## src/hdl/bcw_pkg.sv

```systemverilog
// Package for the barycentric weights unit: payload structs and fixed widths.
// Depends on nothing; used by every file in hdl.
package bcw_pkg;
  localparam int COORD_BITS = 16;
  localparam int WEIGHT_BITS = 32;

  typedef struct packed {
    logic [COORD_BITS-1:0] vertex_a_x;
    logic [COORD_BITS-1:0] vertex_a_y;
    logic [COORD_BITS-1:0] vertex_b_x;
    logic [COORD_BITS-1:0] vertex_b_y;
    logic [COORD_BITS-1:0] vertex_c_x;
    logic [COORD_BITS-1:0] vertex_c_y;
    logic [COORD_BITS-1:0] point_x;
    logic [COORD_BITS-1:0] point_y;
  } in_item_t;

  typedef struct packed {
    logic signed [WEIGHT_BITS-1:0] weight_a;
    logic signed [WEIGHT_BITS-1:0] weight_b;
    logic signed [WEIGHT_BITS-1:0] weight_c;
    logic                          degenerate;
  } out_item_t;
endpackage

```

## src/hdl/bcw_fifo.sv

```systemverilog
// Short queue between front and back; holds cross products of each item.
// Depends on bcw_pkg.
module bcw_fifo #(
  parameter int W = 8,
  parameter int DEPTH = 8
) (
  input  logic         clk,
  input  logic         rst,
  input  logic         wr,
  input  logic [W-1:0] wdata,
  input  logic         rd,
  output logic [W-1:0] rdata,
  output logic         nonempty,
  output logic [$clog2(DEPTH):0] count
);
  import bcw_pkg::*;
  localparam int AB = $clog2(DEPTH);
  logic [W-1:0] mem [DEPTH];
  logic [AB-1:0] wp, rp;

  assign nonempty = count != '0;
  assign rdata = mem[rp];

  always_ff @(posedge clk) begin
    if (wr) mem[wp] <= wdata;
    if (rst) begin
      wp <= '0;
      rp <= '0;
      count <= '0;
    end else begin
      if (wr) wp <= wp + 1'b1;
      if (rd) rp <= rp + 1'b1;
      count <= count + (AB+1)'(wr) - (AB+1)'(rd);
    end
  end
endmodule

```

## config.mk

```make
export PLATFORM = sky130hd
export DESIGN_NAME = bcw_fifo
export DESIGN_NICKNAME = d
export VERILOG_FILES = /design/src/hdl/bcw_pkg.sv /design/src/hdl/bcw_fifo.sv
export SDC_FILE = /design/constraint.sdc
export NUM_CORES = 1
export LEC_CHECK = 0
export BUFFER_PORTS_ARGS = -buffer_cell sky130_fd_sc_hd__buf_4
export CAP_MARGIN = 20
export CORE_MARGIN = 10
export CORE_UTILIZATION = 61
export CTS_BUF_LIST = sky130_fd_sc_hd__clkbuf_4 sky130_fd_sc_hd__clkbuf_8
export DETAILED_ROUTE_END_ITERATION = 10
export PLACE_DENSITY = 0.77
export SYNTH_ARGS = -nofsm -noshare
export SYNTH_HDL_FRONTEND = slang
export SYNTH_SLANG_ARGS = --single-unit
```

## constraint.sdc

```tcl
create_clock -name clk -period 1.7 [get_ports clk]
set_input_delay 0 -clock clk [delete_from_list [all_inputs] [get_ports clk]]
set_output_delay 0 -clock clk [all_outputs]
set_load 0.005 [all_outputs]
```

* After elaboration in Yosys (flattened, before gate mapping)
Memory sizes are Yosys's and may differ from the RTL's. A register that Yosys moved wholly into a read port is not among the register bits.
Index checks and enable logic that the tools add are counted.
** Word-level totals
- RAM bits :: 64
- Flip-flop bits (word level) :: 10
- Memories kept :: 1
- Input port bits :: 12
** Cells by class
- Reductions and logical operators :: 1
- Multiplexer cells :: 4
- $add $sub $neg :: 4
** Memory list
- mem :: depth 8, width 8, rd ports 1, clocked after memory_dff 1, wr ports 1, line bcw_fifo.sv:18 : logic [W-1:0] mem [DEPTH];
** Operators by type and width (number)
- 3-bit by 1-bit adder with 3-bit output, second input constant :: 2
- 3-bit two-way mux :: 2
- 4-bit by 1-bit adder with 4-bit output :: 1
- 4-bit nonzero test :: 1
- 4-bit by 1-bit subtractor with 4-bit output :: 1
- 1-bit two-way mux :: 2

* Logic depth before layout (Yosys ltp)
- Depth after elaboration :: 3
- Gate-level depth with buffers :: 8
- Mapped depth without buffers :: 8

* Worst setup path after synthesis
Ideal clock, no wire load.
- Kind :: register -> register
- Start :: register count[0]
- End :: register count[2]
- Buffers on the path :: 0
- Library setup time :: 128 ps
- Data arrival time :: 1401 ps
- Setup slack :: 172 ps
- Stages on the path, launching flop included :: 9
- Cells stage by stage :: dfxtp_1 > inv_1 > ha_1 > inv_1 > ha_1 > inv_1 > fa_1 > xor2_1 > nor2_1
** Between the ends
- Word-level cells in the longest chain between the ends :: 2
** Ends and longest elaborated chain
- start, declared :: line bcw_fifo.sv:14 : output logic [$clog2(DEPTH):0] count
- start signal, assigned :: line bcw_fifo.sv:33 : count <= count + (AB+1)'(wr) - (AB+1)'(rd);
- 4-bit by 1-bit adder with 4-bit output :: line bcw_fifo.sv:33
- 4-bit by 1-bit subtractor with 4-bit output :: line bcw_fifo.sv:33
Every way passes these cells.
A chain may end at the register's enable or synchronous reset.

==> flow_metrics.tcl <==
set metrics [dict create \
    outcome "complete, but fails checks" \
    violated_checks "negative setup slack" \
    placeableCoreArea_sq_um 4820 \
    ys_seq_area_share_pct 70.9 \
    timing_max_transition_violations_final 0 \
    via_count 1563 \
    clkPwrFrac_pct 29.6 \
    finClkSkew_ns 0.00568 \
    worstPathArrival_ns 1.80 \
    report.final.setup_viol 8 \
    post_dp_cell_area_sq_um 3390 \
    iter_0_drt_violations 68 \
    syn_avg_cell_area_sq_um 19.1 \
    crit_path_max_fanout 8 \
    post-route-worst-setup-slack_ns -0.0984 \
    worst-path-buf-inv 2 \
    clock_tree.htree_level_count 3 \
    cts_setup_buffers 0 \
    grt_max_degree 17 \
    most_frequent_cells_in_the_layout "edfxtp_1 (64), buf_4 (29), mux4_2 (16)" \
    buffer_ports.inserted 24 \
    layout_min_cycle_time_ns 1.80 \
    globalRouteMet3Util_pct 4.77 \
    drive_above_1_share_pct 36.2 \
    leakage_nw 1.32 \
    tritoncts "built" \
    start_kind "flop" \
    setup.worst_path.end_class "primary output" \
    global_route.peak_usage_layer "met2" \
    gr-total-overflow 0 \
    grt_setup_unrepaired "true" \
    achievable-frequency_mhz 556 \
    net_count_reported_at_finish 233 \
    max_cap_viol_count 0 \
    worst_skew_pair.late_latency_ns 0.34 \
    postRouteWirelength_um 5590 \
    average_routed_wire_per_standard_cell_um 19.6 \
    drtPass1Iterations 4 \
    syn_to_final_growth_pct 19.6 \
    criticalPathCategory "reg -> out" \
    slew_margin_rel_pct 63.5 \
    n_antenna_cell 0 \
    hpwl_um 3530 \
    tightestPinTransition_ns 0.547 \
    global_route.usage.met2_pct 25.2 \
    setup-tns-final_ns -0.671 \
    pwr_dens_nw_per_um2 1090 \
    crit_path_max_incr_delay_ns 0.51 \
    std_cell_rows 25 \
    cts_sinks 77 \
    synth_edf_count 64 \
    die_height_um 91.0 \
    worst_ir_drop_vdd_mv 0.875 \
    placer_s_final_routability_congestion_estimate 0.711 \
    drt_drc_violations_left 0 \
    cts-root-buf "clkbuf_8" \
    vias_in_the_first_global_route 1706 \
    design_area_sq_um 3680 \
    initial_antenna_violation_count 0 \
    p_sw_share_pct 24.2 \
    num_cts_buffers 9 \
    timing.final.hold_violations 0 \
    p_comb_share_pct 16.0 \
    initial_utilization_pct 63.9 \
    grt_util_met1_pct 16.6 \
    cts_max_path_buffers 2 \
    cpLargestDelayFamily "multiplexers" \
    boundaryPins 25 \
    synth_flop_cell "edfxtp_1" \
    drtAntennaViolNets 0 \
    grt_usage_pct 14.8 \
    synth-warning-count 0 \
    layout.cells.most_common "edfxtp_1" \
    fin_crit_sh_pct 106 \
    dieWidth_um 91.0 \
    power_report.internal_total_mw 3.03 \
    grt_pass1_wl_um 9340 \
    synthesis.instances 161 \
    crit_path_top_delay_cell "mux4_2" \
    hp-class "in -> reg" \
    cp_data_required_time_ns 1.70 \
    power_switching_uw 965 \
    pwr-share-seq_pct 54.5 \
    synth.lib_cells_used.distinct 24 \
    synth_fp_nets 181 \
    synth_seq_cells 77 \
    crit_chain "buf_12, mux4_2, mux2_4, buf_6" \
    fraction_of_registers_with_async_set_or_reset_after_synthesis_pct 0 \
    synth_area_sq_um 3080 \
    path_clk_slew_ns 0.08 \
    detail_route.vias_per_cell 5.48 \
    die_area_sq_um 8290 \
]
## final timing paths
kind / depth (start not counted) / slack (ns) / start / end
setup / recovery: 4 / -0.1 / flop / rdata[3]
hold / removal: 2 / 0.43 / wdata[1] / mem[5][1]$_DFFE_PP_
setup reg to reg: 8 / 0.09 / count[0]$_SDFF_PP0_ / count[2]$_SDFF_PP0_
hold reg to reg: 2 / 0.52 / wp[0]$_SDFFE_PP0P_ / wp[0]$_SDFFE_PP0P_
## power groups by stage
stage / combinational, mW / sequential, mW / clock [mW]
global route: 0.707 / 2.18 / 1.29
detailed placement: 0.575 / 2.21 / 0
global placement: 0.533 / 2.21 / 0
floorplan: 0.337 / 2.20 / 0
CTS: 0.638 / 2.18 / 1.20
finish: 0.638 / 2.18 / 1.18
## what timing repair did
item                                    in CTS  in global routing
hold buffers                                11                  0
pin swaps                                    0                  0
cloned                                       1                  0
resized for setup                           24                  5
endpoints found under the setup margin       8                  9
endpoints found under the hold margin       76                  0
## metrics by stage
stage          power [mW]  cells  setup slack, ns  hold WS [ns]  utilization, %
5_1_grt              4.19    285           -0.161         0.427            76.4
3_3_place_gp         2.74    257            0.187         0.226            70.4
3_5_place_dp         2.79    257           0.0633         0.235            70.4
2_1_floorplan        2.53    161            0.172        0.0989               -
6_report             3.99    285          -0.0984         0.435            76.4
4_1_cts              4.02    285           -0.128         0.420            76.1
## layer usage
metal,share of wire (%),wire length (um)
met3,3.6,204
met4,2.0,114
met1,41,2280
met2,54,3000
met5,0,0
## cell type report
type,instances,area [sq um]
clock buffer,10,131
clock inverter,6,35.0
fill,310,1140
inverter,7,26.3
multi-input combinational,71,785
sequential,77,2190
tap,67,83.8
timing repair buffer,47,432
## registers in the layout (all words and copies together), names as in the netlist, named ones only
register  cells
mem          64
count         4
rp            3
wp            3
## logic make-up after synthesis
group                      Yosys count  synth area share [%]
AOI/OAI and AO/OA                    4                 0.772
muxes                               26                  17.1
DFF                                 77                  70.9
xor gates and xnor gates             4                  1.14
buffers and inverters               13                  2.40
and+or+nand+nor                     29                  4.19
adders and majority gates            8                  3.50
## cells in the mapped netlist (2+ instances only)
library cell  instances  area [sq um]
nand2_1               4          15.0
nand3_1               2          10.0
dfxtp_1              13           260
clkbuf_1              2          7.51
nor3_1                2          10.0
ha_1                  7          87.6
xor2_1                3          26.3
a21oi_1               3          15.0
edfxtp_1             64          1920
mux2_2                8          90.1
inv_1                 7          26.3
nor2_1               15          56.3
mux4_1               15           394
mux2i_1               2          20.0
nand2b_1              5          31.3
No activity file was read; power rests on OpenSTA's default activity.
